--- config.mk ---
export PLATFORM = sky130hd
export DESIGN_NAME = wmbus_frame_deframe_header_parse_top
export DESIGN_NICKNAME = d
export VERILOG_FILES = /design/src/hdl/wfd_pkg.sv /design/src/hdl/wfd_front.sv /design/src/hdl/wfd_outq.sv /design/src/hdl/wfd_back.sv /design/src/hdl/wmbus_frame_deframe_header_parse_top.sv
export SDC_FILE = /design/constraint.sdc
export NUM_CORES = 2
export LEC_CHECK = 0
export BUFFER_PORTS_ARGS = -buffer_cell sky130_fd_sc_hd__buf_4
export CAP_MARGIN = 20
export CORE_ASPECT_RATIO = 0.6
export CORE_MARGIN = 2
export CORE_UTILIZATION = 30
export CTS_BUF_LIST = sky130_fd_sc_hd__clkbuf_8
export CTS_CLUSTER_DIAMETER = 60
export DETAILED_ROUTE_END_ITERATION = 12
export GPL_TIMING_DRIVEN = 0
export HOLD_SLACK_MARGIN = 0.15
export PLACE_DENSITY_LB_ADDON = 0.3
export SLEW_MARGIN = 20
export SYNTH_ARGS = -nofsm -noshare
export SYNTH_HDL_FRONTEND = slang
export SYNTH_HIERARCHICAL = 1
export SYNTH_SLANG_ARGS = --single-unit
export TNS_END_PERCENT = 5
--- constraint.sdc ---
create_clock -name clk -period 19 [get_ports clk]
set_clock_uncertainty 0.2 [all_clocks]
set_input_delay 4.75 -clock clk [delete_from_list [all_inputs] [get_ports clk]]
set_output_delay 4.75 -clock clk [all_outputs]
set_load 0.005 [all_outputs]
--- src/hdl/wfd_pkg.sv ---
// Shared types, codes and constants of the wireless M-Bus deframer.
`timescale 1ns / 1ps
package wfd_pkg;

  localparam int A_FIRST_BLOCK = 10;
  localparam int A_OTHER_BLOCK = 16;
  localparam int B_FIRST_BLOCK = 126;
  localparam int B_SECOND_MAX  = 124;
  localparam int B_L_ADJUST    = 128;
  localparam int LINK_HDR_LEN  = 10;
  localparam int QDEPTH        = 2;

  localparam logic [7:0]  CI_ELL_SHORT = 8'h8C;
  localparam logic [7:0]  CI_AFL       = 8'h90;
  localparam logic [7:0]  CI_TPL_LONG  = 8'h72;
  localparam logic [14:0] SWAP_MAN     = 15'h2697;
  localparam logic [7:0]  SWAP_TYPE    = 8'h30;

  localparam logic [1:0] REG_WILD_MAN    = 2'd0;
  localparam logic [1:0] REG_WILD_TYPE   = 2'd1;
  localparam logic [1:0] REG_WILD_SERIAL = 2'd2;

  typedef enum logic [1:0] {
    OP_BYTE,
    OP_START,
    OP_EOP
  } op_t;

  typedef enum logic [2:0] {
    KIND_LINK,
    KIND_FIELD,
    KIND_AFL_LEN,
    KIND_TPL,
    KIND_DONE
  } kind_t;

  typedef struct packed {
    logic        req_type;
    logic [7:0]  frame_byte;
    logic        start_of_frame;
    logic        format_b;
    logic [15:0] link_quality;
  } wfd_in_t;

  typedef struct packed {
    logic        ok;
    logic [15:0] dev1_manufacturer;
    logic [7:0]  dev1_type;
    logic [31:0] dev1_serial;
    logic [7:0]  dev1_length;
    logic        dev2_present;
    logic [15:0] dev2_manufacturer;
    logic [7:0]  dev2_type;
    logic [31:0] dev2_serial;
    logic [7:0]  dev2_length;
    logic [31:0] checksum;
    logic [15:0] link_quality_out;
  } wfd_out_t;

  typedef struct packed {
    op_t         op;
    logic [7:0]  data;
    logic        format_b;
    logic [15:0] link_quality;
  } wfd_cmd_t;

  typedef struct packed {
    logic [15:0] man;
    logic [7:0]  dev_type;
    logic [31:0] serial;
    logic [7:0]  len;
  } wfd_id_t;

  typedef struct packed {
    logic [15:0] man;
    logic [7:0]  dev_type;
    logic [31:0] serial;
  } wfd_wild_t;

  function automatic logic id_valid(input wfd_id_t d, input wfd_wild_t w);
    return (d.man != w.man) && (d.dev_type != w.dev_type) &&
           (d.serial != w.serial) && (d.len != 8'd0);
  endfunction

endpackage

--- src/hdl/wfd_front.sv ---
// Front end: classifies incoming requests and holds them in a short queue.
`timescale 1ns / 1ps
module wfd_front
  import wfd_pkg::*;
(
  input  logic     clk,
  input  logic     rst_n,
  input  logic     in_push,
  output logic     in_full,
  input  wfd_in_t  in_data,
  output logic     q_valid,
  output wfd_cmd_t q_cmd,
  input  logic     q_pop
);

  localparam int PW = $clog2(QDEPTH);

  wfd_cmd_t         mem_r [QDEPTH];
  logic [PW-1:0]    wr_ptr_r, wr_ptr_nxt;
  logic [PW-1:0]    rd_ptr_r, rd_ptr_nxt;
  logic [PW:0]      count_r, count_nxt;
  wfd_cmd_t         cmd;
  logic             do_push;
  logic             do_pop;

  always_comb begin
    cmd.data         = in_data.frame_byte;
    cmd.format_b     = in_data.format_b;
    cmd.link_quality = in_data.link_quality;
    if (in_data.req_type) begin
      cmd.op = OP_EOP;
    end else if (in_data.start_of_frame) begin
      cmd.op = OP_START;
    end else begin
      cmd.op = OP_BYTE;
    end
  end

  assign in_full = (count_r == (PW+1)'(QDEPTH));
  assign q_valid = (count_r != '0);
  assign q_cmd   = mem_r[rd_ptr_r];
  assign do_push = in_push && !in_full;
  assign do_pop  = q_pop && q_valid;

  always_comb begin
    wr_ptr_nxt = wr_ptr_r;
    rd_ptr_nxt = rd_ptr_r;
    count_nxt  = count_r;
    if (do_push) begin
      wr_ptr_nxt = (wr_ptr_r == PW'(QDEPTH - 1)) ? '0 : wr_ptr_r + 1'b1;
    end
    if (do_pop) begin
      rd_ptr_nxt = (rd_ptr_r == PW'(QDEPTH - 1)) ? '0 : rd_ptr_r + 1'b1;
    end
    if (do_push && !do_pop) begin
      count_nxt = count_r + 1'b1;
    end else if (!do_push && do_pop) begin
      count_nxt = count_r - 1'b1;
    end
  end

  always_ff @(posedge clk) begin
    if (!rst_n) begin
      wr_ptr_r <= '0;
      rd_ptr_r <= '0;
      count_r  <= '0;
    end else begin
      wr_ptr_r <= wr_ptr_nxt;
      rd_ptr_r <= rd_ptr_nxt;
      count_r  <= count_nxt;
    end
  end

  always_ff @(posedge clk) begin
    if (do_push) begin
      mem_r[wr_ptr_r] <= cmd;
    end
  end

endmodule

--- src/hdl/wfd_outq.sv ---
// Result queue that decouples the parser from the consumer.
`timescale 1ns / 1ps
module wfd_outq
  import wfd_pkg::*;
(
  input  logic     clk,
  input  logic     rst_n,
  input  logic     push,
  input  wfd_out_t push_data,
  output logic     full,
  output logic     out_empty,
  input  logic     out_pop,
  output wfd_out_t out_data
);

  localparam int PW = $clog2(QDEPTH);

  wfd_out_t      mem_r [QDEPTH];
  logic [PW-1:0] wr_ptr_r, wr_ptr_nxt;
  logic [PW-1:0] rd_ptr_r, rd_ptr_nxt;
  logic [PW:0]   count_r, count_nxt;
  logic          do_push;
  logic          do_pop;

  assign full      = (count_r == (PW+1)'(QDEPTH));
  assign out_empty = (count_r == '0);
  assign out_data  = mem_r[rd_ptr_r];
  assign do_push   = push && !full;
  assign do_pop    = out_pop && !out_empty;

  always_comb begin
    wr_ptr_nxt = wr_ptr_r;
    rd_ptr_nxt = rd_ptr_r;
    count_nxt  = count_r;
    if (do_push) begin
      wr_ptr_nxt = (wr_ptr_r == PW'(QDEPTH - 1)) ? '0 : wr_ptr_r + 1'b1;
    end
    if (do_pop) begin
      rd_ptr_nxt = (rd_ptr_r == PW'(QDEPTH - 1)) ? '0 : rd_ptr_r + 1'b1;
    end
    if (do_push && !do_pop) begin
      count_nxt = count_r + 1'b1;
    end else if (!do_push && do_pop) begin
      count_nxt = count_r - 1'b1;
    end
  end

  always_ff @(posedge clk) begin
    if (!rst_n) begin
      wr_ptr_r <= '0;
      rd_ptr_r <= '0;
      count_r  <= '0;
    end else begin
      wr_ptr_r <= wr_ptr_nxt;
      rd_ptr_r <= rd_ptr_nxt;
      count_r  <= count_nxt;
    end
  end

  always_ff @(posedge clk) begin
    if (do_push) begin
      mem_r[wr_ptr_r] <= push_data;
    end
  end

endmodule

--- src/hdl/wfd_back.sv ---
// Back end: block/CRC deframing, header walk and result assembly.
`timescale 1ns / 1ps
module wfd_back
  import wfd_pkg::*;
(
  input  logic        clk,
  input  logic        rst_n,
  input  logic        cfg_we,
  input  logic [1:0]  cfg_index,
  input  logic [31:0] cfg_wdata,
  input  logic        q_valid,
  input  wfd_cmd_t    q_cmd,
  output logic        q_pop,
  input  logic        res_full,
  output logic        res_push,
  output wfd_out_t    res_data
);

  wfd_wild_t   wild_r;
  logic        in_frame_r, in_frame_nxt;
  logic        is_b_r, is_b_nxt;
  logic        has2_r, has2_nxt;
  logic        done_r, done_nxt;
  logic        blk_no_r, blk_no_nxt;
  logic [8:0]  ds_r, ds_nxt;
  logic [8:0]  di_r, di_nxt;
  logic [7:0]  rem_r, rem_nxt;
  logic [1:0]  crc_left_r, crc_left_nxt;
  logic [15:0] crc_word_r, crc_word_nxt;
  logic [31:0] fold_r, fold_nxt;
  logic [8:0]  nfp_r, nfp_nxt;
  kind_t       kind_r, kind_nxt;
  logic [7:0]  hdr_len_r, hdr_len_nxt;
  wfd_id_t     id1_r, id1_nxt;
  wfd_id_t     id2_r, id2_nxt;

  wfd_id_t     wild_id;
  wfd_id_t     d1, d2;
  logic        swap;
  logic signed [9:0] e;
  logic [9:0]  b2;
  logic [8:0]  pos, left, k;
  logic [7:0]  b;

  assign wild_id = '{man: wild_r.man, dev_type: wild_r.dev_type,
                     serial: wild_r.serial, len: 8'd0};
  assign q_pop    = q_valid && ((q_cmd.op != OP_EOP) || !res_full);
  assign res_push = q_pop && (q_cmd.op == OP_EOP);

  always_ff @(posedge clk) begin
    if (!rst_n) begin
      wild_r <= '{man: 16'hFFFF, dev_type: 8'hFF, serial: 32'hFFFF_FFFF};
    end else if (cfg_we) begin
      case (cfg_index)
        REG_WILD_MAN:    wild_r.man      <= cfg_wdata[15:0];
        REG_WILD_TYPE:   wild_r.dev_type <= cfg_wdata[7:0];
        REG_WILD_SERIAL: wild_r.serial   <= cfg_wdata;
        default: ;
      endcase
    end
  end

  // Result assembly for an end-of-packet request.
  always_comb begin
    d1 = wild_id;
    d2 = wild_id;
    if (in_frame_r && done_r && (ds_r >= 9'(LINK_HDR_LEN))) begin
      d1 = id1_r;
      d2 = id2_r;
      if (kind_r == KIND_AFL_LEN) begin
        d1.len = 8'(ds_r - (nfp_r + 9'd2));
      end
    end
    swap = id_valid(d1, wild_r) && id_valid(d2, wild_r) &&
           (d1.man[14:0] == SWAP_MAN) && (d1.dev_type == SWAP_TYPE);
    res_data.ok                = id_valid(swap ? d2 : d1, wild_r);
    res_data.dev1_manufacturer = swap ? d2.man : d1.man;
    res_data.dev1_type         = swap ? d2.dev_type : d1.dev_type;
    res_data.dev1_serial       = swap ? d2.serial : d1.serial;
    res_data.dev1_length       = swap ? d2.len : d1.len;
    res_data.dev2_present      = id_valid(swap ? d1 : d2, wild_r);
    res_data.dev2_manufacturer = swap ? d1.man : d2.man;
    res_data.dev2_type         = swap ? d1.dev_type : d2.dev_type;
    res_data.dev2_serial       = swap ? d1.serial : d2.serial;
    res_data.dev2_length       = swap ? d1.len : d2.len;
    res_data.checksum          = in_frame_r ? fold_r : 32'd0;
    res_data.link_quality_out  = q_cmd.link_quality;
  end

  always_comb begin
    in_frame_nxt = in_frame_r;
    is_b_nxt     = is_b_r;
    has2_nxt     = has2_r;
    done_nxt     = done_r;
    blk_no_nxt   = blk_no_r;
    ds_nxt       = ds_r;
    di_nxt       = di_r;
    rem_nxt      = rem_r;
    crc_left_nxt = crc_left_r;
    crc_word_nxt = crc_word_r;
    fold_nxt     = fold_r;
    nfp_nxt      = nfp_r;
    kind_nxt     = kind_r;
    hdr_len_nxt  = hdr_len_r;
    id1_nxt      = id1_r;
    id2_nxt      = id2_r;
    e            = '0;
    b2           = '0;
    left         = '0;
    k            = '0;
    b            = q_cmd.data;
    pos          = di_r;
    if (q_pop) begin
      if (q_cmd.op == OP_EOP) begin
        in_frame_nxt = 1'b0;
      end else begin
        if (q_cmd.op == OP_START) begin
          in_frame_nxt = 1'b1;
          is_b_nxt     = q_cmd.format_b;
          done_nxt     = 1'b0;
          fold_nxt     = '0;
          crc_word_nxt = '0;
          di_nxt       = '0;
          blk_no_nxt   = 1'b0;
          nfp_nxt      = 9'(LINK_HDR_LEN);
          kind_nxt     = KIND_LINK;
          id1_nxt      = wild_id;
          id2_nxt      = wild_id;
          if (!q_cmd.format_b) begin
            ds_nxt      = {1'b0, b} + 9'd1;
            rem_nxt     = (ds_nxt < 9'(A_FIRST_BLOCK)) ? ds_nxt[7:0] : 8'(A_FIRST_BLOCK);
            has2_nxt    = 1'b0;
            hdr_len_nxt = '0;
          end else begin
            // Signed compares: an L byte of zero gives a negative size.
            e = $signed({2'b00, b}) - 10'sd1;
            if (e > $signed(10'(B_L_ADJUST))) begin
              e = e - 10'sd2;
            end
            has2_nxt = (e > $signed(10'(B_FIRST_BLOCK)));
            if (has2_nxt) begin
              b2 = e - 10'(B_FIRST_BLOCK + 1);
              if (b2 > 10'(B_SECOND_MAX)) begin
                b2 = 10'(B_SECOND_MAX);
              end
              ds_nxt  = 9'(B_FIRST_BLOCK) + b2[8:0];
              rem_nxt = 8'(B_FIRST_BLOCK);
            end else begin
              ds_nxt  = (e > 10'sd0) ? e[8:0] : 9'd0;
              rem_nxt = ds_nxt[7:0];
            end
            hdr_len_nxt = 8'(e - 10'sd1);
          end
          crc_left_nxt = (rem_nxt == 8'd0) ? 2'd2 : 2'd0;
        end
        pos = di_nxt;
        if (in_frame_nxt && !done_nxt) begin
          if (rem_nxt != 8'd0) begin
            // Data byte: walk the link header and the CI fields behind it.
            if (pos < 9'(LINK_HDR_LEN)) begin
              case (pos[3:0])
                4'd0: id1_nxt.len = is_b_nxt ? hdr_len_nxt : b;
                4'd2: id1_nxt.man[7:0] = b;
                4'd3: id1_nxt.man[15:8] = b;
                4'd4: id1_nxt.serial = {24'd0, b};
                4'd5: id1_nxt.serial[15:8] = id1_nxt.serial[15:8] | b;
                4'd6: id1_nxt.serial[23:16] = id1_nxt.serial[23:16] | b;
                4'd7: id1_nxt.serial[31:24] = id1_nxt.serial[31:24] | b;
                4'd9: begin
                  id1_nxt.dev_type = b;
                  kind_nxt         = KIND_FIELD;
                end
                default: ;
              endcase
            end else if (kind_nxt == KIND_FIELD && pos == nfp_nxt) begin
              if (b == CI_ELL_SHORT) begin
                nfp_nxt     = pos + 9'd3;
                id1_nxt.len = 8'(ds_nxt - nfp_nxt);
              end else if (b == CI_AFL) begin
                kind_nxt = KIND_AFL_LEN;
              end else if (b == CI_TPL_LONG) begin
                id2_nxt          = id1_nxt;
                id1_nxt.man      = '0;
                id1_nxt.dev_type = '0;
                id1_nxt.serial   = '0;
                kind_nxt         = KIND_TPL;
              end else begin
                kind_nxt = KIND_DONE;
              end
            end else if (kind_nxt == KIND_AFL_LEN &&
                         {1'b0, pos} == {1'b0, nfp_nxt} + 10'd1) begin
              nfp_nxt     = pos + 9'd1 + {1'b0, b};
              id1_nxt.len = 8'(ds_nxt - nfp_nxt);
              kind_nxt    = KIND_FIELD;
            end else if (kind_nxt == KIND_TPL && pos > nfp_nxt) begin
              k = pos - nfp_nxt;
              case (k)
                9'd1: id1_nxt.serial[7:0]   = id1_nxt.serial[7:0] | b;
                9'd2: id1_nxt.serial[15:8]  = id1_nxt.serial[15:8] | b;
                9'd3: id1_nxt.serial[23:16] = id1_nxt.serial[23:16] | b;
                9'd4: id1_nxt.serial[31:24] = id1_nxt.serial[31:24] | b;
                9'd5: id1_nxt.man[7:0]      = id1_nxt.man[7:0] | b;
                9'd6: id1_nxt.man[15:8]     = id1_nxt.man[15:8] | b;
                9'd8: begin
                  id1_nxt.dev_type = b;
                  kind_nxt         = KIND_DONE;
                end
                default: ;
              endcase
            end
            di_nxt  = di_nxt + 9'd1;
            rem_nxt = rem_nxt - 8'd1;
            if (rem_nxt == 8'd0) begin
              crc_left_nxt = 2'd2;
            end
          end else if (crc_left_nxt == 2'd0) begin
            done_nxt = 1'b1;
          end else begin
            crc_word_nxt = {crc_word_nxt[7:0], b};
            crc_left_nxt = crc_left_nxt - 2'd1;
            if (crc_left_nxt == 2'd0) begin
              fold_nxt = {fold_nxt[23:0], 8'd0} ^ {16'd0, crc_word_nxt};
              if (!is_b_nxt) begin
                if (di_nxt < ds_nxt) begin
                  left    = ds_nxt - di_nxt;
                  rem_nxt = (left < 9'(A_OTHER_BLOCK)) ? left[7:0] : 8'(A_OTHER_BLOCK);
                end else begin
                  done_nxt = 1'b1;
                end
              end else if (!blk_no_nxt && has2_nxt) begin
                blk_no_nxt = 1'b1;
                rem_nxt    = 8'(ds_nxt - di_nxt);
                if (rem_nxt == 8'd0) begin
                  crc_left_nxt = 2'd2;
                end
              end else begin
                done_nxt = 1'b1;
              end
            end
          end
        end
      end
    end
  end

  always_ff @(posedge clk) begin
    if (!rst_n) begin
      in_frame_r <= 1'b0;
      is_b_r     <= 1'b0;
      has2_r     <= 1'b0;
      done_r     <= 1'b0;
      blk_no_r   <= 1'b0;
      ds_r       <= '0;
      di_r       <= '0;
      rem_r      <= '0;
      crc_left_r <= '0;
      crc_word_r <= '0;
      fold_r     <= '0;
      nfp_r      <= 9'(LINK_HDR_LEN);
      kind_r     <= KIND_LINK;
      hdr_len_r  <= '0;
      id1_r      <= '{man: 16'hFFFF, dev_type: 8'hFF, serial: 32'hFFFF_FFFF, len: 8'd0};
      id2_r      <= '{man: 16'hFFFF, dev_type: 8'hFF, serial: 32'hFFFF_FFFF, len: 8'd0};
    end else begin
      in_frame_r <= in_frame_nxt;
      is_b_r     <= is_b_nxt;
      has2_r     <= has2_nxt;
      done_r     <= done_nxt;
      blk_no_r   <= blk_no_nxt;
      ds_r       <= ds_nxt;
      di_r       <= di_nxt;
      rem_r      <= rem_nxt;
      crc_left_r <= crc_left_nxt;
      crc_word_r <= crc_word_nxt;
      fold_r     <= fold_nxt;
      nfp_r      <= nfp_nxt;
      kind_r     <= kind_nxt;
      hdr_len_r  <= hdr_len_nxt;
      id1_r      <= id1_nxt;
      id2_r      <= id2_nxt;
    end
  end

  // A data block and a CRC pair are never pending at the same time.
  a_block_or_crc: assert property (@(posedge clk) disable iff (!rst_n)
    !((rem_r != 8'd0) && (crc_left_r != 2'd0)))
    else $error("data block and CRC pair both pending");

  a_index_bound: assert property (@(posedge clk) disable iff (!rst_n)
    di_r <= ds_r)
    else $error("data index ran past data size");

  // Any result request closes the frame.
  a_eop_closes: assert property (@(posedge clk) disable iff (!rst_n)
    res_push |=> !in_frame_r)
    else $error("frame still open after end of packet");

endmodule

--- src/hdl/wmbus_frame_deframe_header_parse_top.sv ---
// Top level of the wireless M-Bus frame deframer and header parser.
// An end-of-packet request is registered in the front queue, and its result is registered
// in the result queue.
// Throughput: one request and one parser byte per cycle while the result queue has room.
// A result waits in a two-entry result queue; the front queue holds two requests.
// Reset (synchronous, rst_n low): queues empty, parser closed, wildcards all ones.
`timescale 1ns / 1ps
module wmbus_frame_deframe_header_parse_top
  import wfd_pkg::*;
(
  input  logic        clk,
  input  logic        rst_n,
  input  logic        in_push,
  output logic        in_full,
  input  wfd_in_t     in_data,
  output logic        out_empty,
  input  logic        out_pop,
  output wfd_out_t    out_data,
  input  logic        cfg_we,
  input  logic [1:0]  cfg_index,
  input  logic [31:0] cfg_wdata
);

  logic     q_valid;
  logic     q_pop;
  wfd_cmd_t q_cmd;
  logic     res_push;
  logic     res_full;
  wfd_out_t res_data;

  wfd_front u_front (
    .clk     (clk),
    .rst_n   (rst_n),
    .in_push (in_push),
    .in_full (in_full),
    .in_data (in_data),
    .q_valid (q_valid),
    .q_cmd   (q_cmd),
    .q_pop   (q_pop)
  );

  wfd_back u_back (
    .clk       (clk),
    .rst_n     (rst_n),
    .cfg_we    (cfg_we),
    .cfg_index (cfg_index),
    .cfg_wdata (cfg_wdata),
    .q_valid   (q_valid),
    .q_cmd     (q_cmd),
    .q_pop     (q_pop),
    .res_full  (res_full),
    .res_push  (res_push),
    .res_data  (res_data)
  );

  wfd_outq u_outq (
    .clk       (clk),
    .rst_n     (rst_n),
    .push      (res_push),
    .push_data (res_data),
    .full      (res_full),
    .out_empty (out_empty),
    .out_pop   (out_pop),
    .out_data  (out_data)
  );

endmodule

==> flow_summary.ini <==
[critical_path]
crit_arrival_ns = 12.80
crit_path_start_kind = flop
worst_setup_path_end_kind = flop
worstPathCellList = buf_2 > buf_4 > mux2_2 > nand2b_1 > clkbuf_1 > clkbuf_1 > buf_1 > buf_1 > clkbuf_1 > buf_1 > clkbuf_1 > buf_1 > nand2_1 > ha_1 > nand4_1 > or3_1 > nor3_1 > nand3_1 > a21oi_1 > clkbuf_1 > clkbuf_1 > o21ai_0 > nand2_1
critical_path.max_stage_delay_ns = 0.96
timing.rr.end = u_back/id2_r[50]$_SDFFE_PN1P_
crit_type = reg2reg
ff2ff_path_depth = 23
timing.critical_path.required_ns = 19.52
regToRegSetupSlack_ns = 6.73
timing.critical_path.to = u_back/id2_r[50]$_SDFFE_PN1P_
crit_path_top_delay_cell = buf_1
critical_path.most_common_cell = clkbuf_1
critPathMaxFanout = 10

[grt]
first_global_vias = 31700
grt_start_max_net_pins = 51
global_route.overflow_total = 0
grt_pass1_wl_um = 224000
grt_usage = 0.232
antenna_found_initial = 11

[floorplanning]
initial_core_util = 0.302
rows = 102
top_level_ports = 246
width_of_the_chip_um = 468
core_area_mm2 = 0.129
die_height_um = 283
die_area_mm2 = 0.132

[placed_design]
preCtsSetupSlack_ns = 7.61
place_congestion = 0.996
port-buffer-count = 245
detailedPlacementHpwl_um = 121000

[synth]
synth_simple_gate_area_frac = 0.153
synth-async-reset-ratio = 0
post_synth.cell_area_avg_um2 = 9.77
synth_compound_area_frac = 0.163
synth_cells = 3973
synth_top_family_by_area = compound AO/OA/AOI/OAI gates
yosysWarnings = 6
synthXorXnorAreaFrac = 0.0464
area_of_the_mapped_netlist_mm2 = 0.0388
syn_nets = 4121
synthMuxAreaShare = 0.0974
synth_seq_cells = 697
yosysUniqueCellTypes = 99
synth_edf_count = 410
synth_adder_area_share = 0.0276
sequential_to_total_area_share_from_yosys_stat = 0.465
postSynth.topFlopCell = edfxtp_1

[timing]
final_hold_viol_count = 0
report.final.slew_viol_count = 0
worst-slew-pin-transition_ns = 1.23
unrepaired_setup_endpoints_after_global_routing = false
min_period_ns = 12.27
max_freq_ghz = 0.0815
final.hold.worst_slack_ns = 0.289
tns_ns = 0
finalCritPeriodShare = 0.646
relative_slew_margins = 0.170
finalSetupViolations = 0
timing.final.ws_setup_ns = 6.73

[clock_network]
path_clk_slew_ns = 0.08
tritoncts.num_buffers = 110
htreeDepth = 3
cts_tree = yes
cts-resized-gates = 0
postCtsHoldBufs = 0
cts.root.buffer_cell = clkbuf_8
cts.path.max_buffers = 3
clock_insertion_delay_worst_skew_ns = 0.85
cts_setup_buffers = 0
tritoncts_num_sinks = 697

[cells_and_area]
drive_above_1_share = 0.172
layout.core_utilization = 0.355
design.final.nets = 4503
area_growth_pct = 17.6
fill_cells = 13100
leading_cell_types_in_the_layout_fill_and_taps_excluded = nand2_1 (580), edfxtp_1 (410), dfxtp_1 (287)
final_common_cell = nand2_1

[min_path]
beginning_of_the_worst_hold_path = u_back/hdr_len_r[0]$_SDFFE_PN0P_
timing.hold.worst.class = reg2reg
cell_count_of_the_worst_hold_path = 2

[routing]
count_of_unresolved_drc_violations_after_routing = 0
route.met2.wl_um = 58100
dr.pass1.iters = 9
routed_wirelength_um = 158000
wirelength_met1_um = 73800
via_count = 34000
via_per_inst = 5.51
route.met3.wl_um = 22600
initialDrtViolationCount = 5093
wire_per_inst_um = 25.6
dr.max_layer_used = met5
ant_nets = 0

[run_status]
run_status = finished, final reports clean

[pwr]
leakage_nw = 16.2
power-per-cell-area_mw_per_mm2 = 128
vdd_ir_drop_max_v = 0.0000634

[flow_run]
max_cap_violation_count = 0
Yosys cell counts, drive strengths merged (38+ instances only):
library cell,n,share of area
nor3,46,0.0066
mux2,208,0.070
xor2,75,0.017
a221oi,40,0.0092
xnor2,130,0.030
edfxtp,410,0.32
nand2,581,0.056
dfxtp,287,0.15
nor2b,91,0.015
a22oi,73,0.014
inv,89,0.0086
nand4,38,0.0061
a211oi,61,0.012
clkbuf,230,0.022
a21oi,236,0.030
o21ai,264,0.034
and2,53,0.0085
nor2,191,0.019
buf,107,0.016
mux2i,105,0.027
o211ai,50,0.0097
nand3,112,0.014
o22ai,74,0.012
ha,76,0.024
registers in the layout (all words and copies together) (netlist names), 2 cells and up, named ones only:
signal,count
u_back/kind_r,3
u_back/id2_r,64
u_front/mem_r,54
u_back/id1_r,64
u_back/hdr_len_r,8
u_back/fold_r,32
u_back/ds_r,9
u_outq/count_r,2
u_back/crc_word_r,8
u_outq/mem_r,356
u_back/nfp_r,9
u_front/count_r,2
u_back/crc_left_r,2
u_back/rem_r,8
u_back/wild_id,56
u_back/di_r,9
critical path, delay by kind of cell, from the launching register on:
kind	cells	cell delay (ns)
buffers and inverters	12	7.83
adders and majority gates	1	0.40
AOI/OAI and AO/OA	2	0.57
and+or+nand+nor	7	2.35
DFF	1	0.30
muxes	1	0.41
where the power goes:
group	leakage (nW)	switching [W]	internal, W
clock	1.30	0.000672	0.000727
combinational	9.03	0.00158	0.000925
sequential	5.91	0.000159	0.00178
total	16.2	0.00241	0.00344
metrics by stage:
stage | power [W] | cells | instance area, µm²
after floorplan | 0.00340 | 3973 | 38800
after global placement | 0.00437 | 5934 | 42800
after global routing | 0.00610 | 6170 | 45700
after detailed placement | 0.00438 | 5958 | 43300
final | 0.00585 | 6173 | 45700
after CTS | 0.00579 | 6165 | 45600
how the worst min path moves through the flow:
stage	end
6_report	u_back/hdr_len_r[0]$_SDFFE_PN0P_
2_1_floorplan	u_back/hdr_len_r[0]$_SDFFE_PN0P_
3_5_place_dp	u_back/hdr_len_r[0]$_SDFFE_PN0P_
4_1_cts	u_back/hdr_len_r[0]$_SDFFE_PN0P_
3_3_place_gp	u_back/hdr_len_r[0]$_SDFFE_PN0P_
5_1_grt	u_back/hdr_len_r[0]$_SDFFE_PN0P_
layout make-up:
type | instances | area, µm² | area share
Multi-Input combinational cell | 2848 | 19000 | 0.416
Inverter | 91 | 342 | 0.00748
Clock inverter | 90 | 727 | 0.0159
Clock buffer | 117 | 1610 | 0.0353
Buffer | 337 | 1510 | 0.0330
Sequential cell | 697 | 18100 | 0.395
Timing Repair Buffer | 270 | 2260 | 0.0495
Antenna cell | 7 | 17.5 | 0.000384
Tap cell | 1716 | 2150 | 0.0470
cell families after synthesis:
family	Yosys count
AO/OA/AOI/OAI	988
XOR/XNOR	205
adder cells (fa/ha/maj)	82
buffers and inverters	428
flip-flops	697
multiplexers	313
AND/OR/NAND/NOR	1260
per-layer routing:
layer | GRT usage | up-vias
li1 | - | 15200
met1 | 0.349 | 16600
met2 | 0.294 | 2017
met3 | 0.102 | 223
met4 | 0.0543 | 2
met5 | 0 | -
Note: power is estimated with default switching activity, not from simulation.
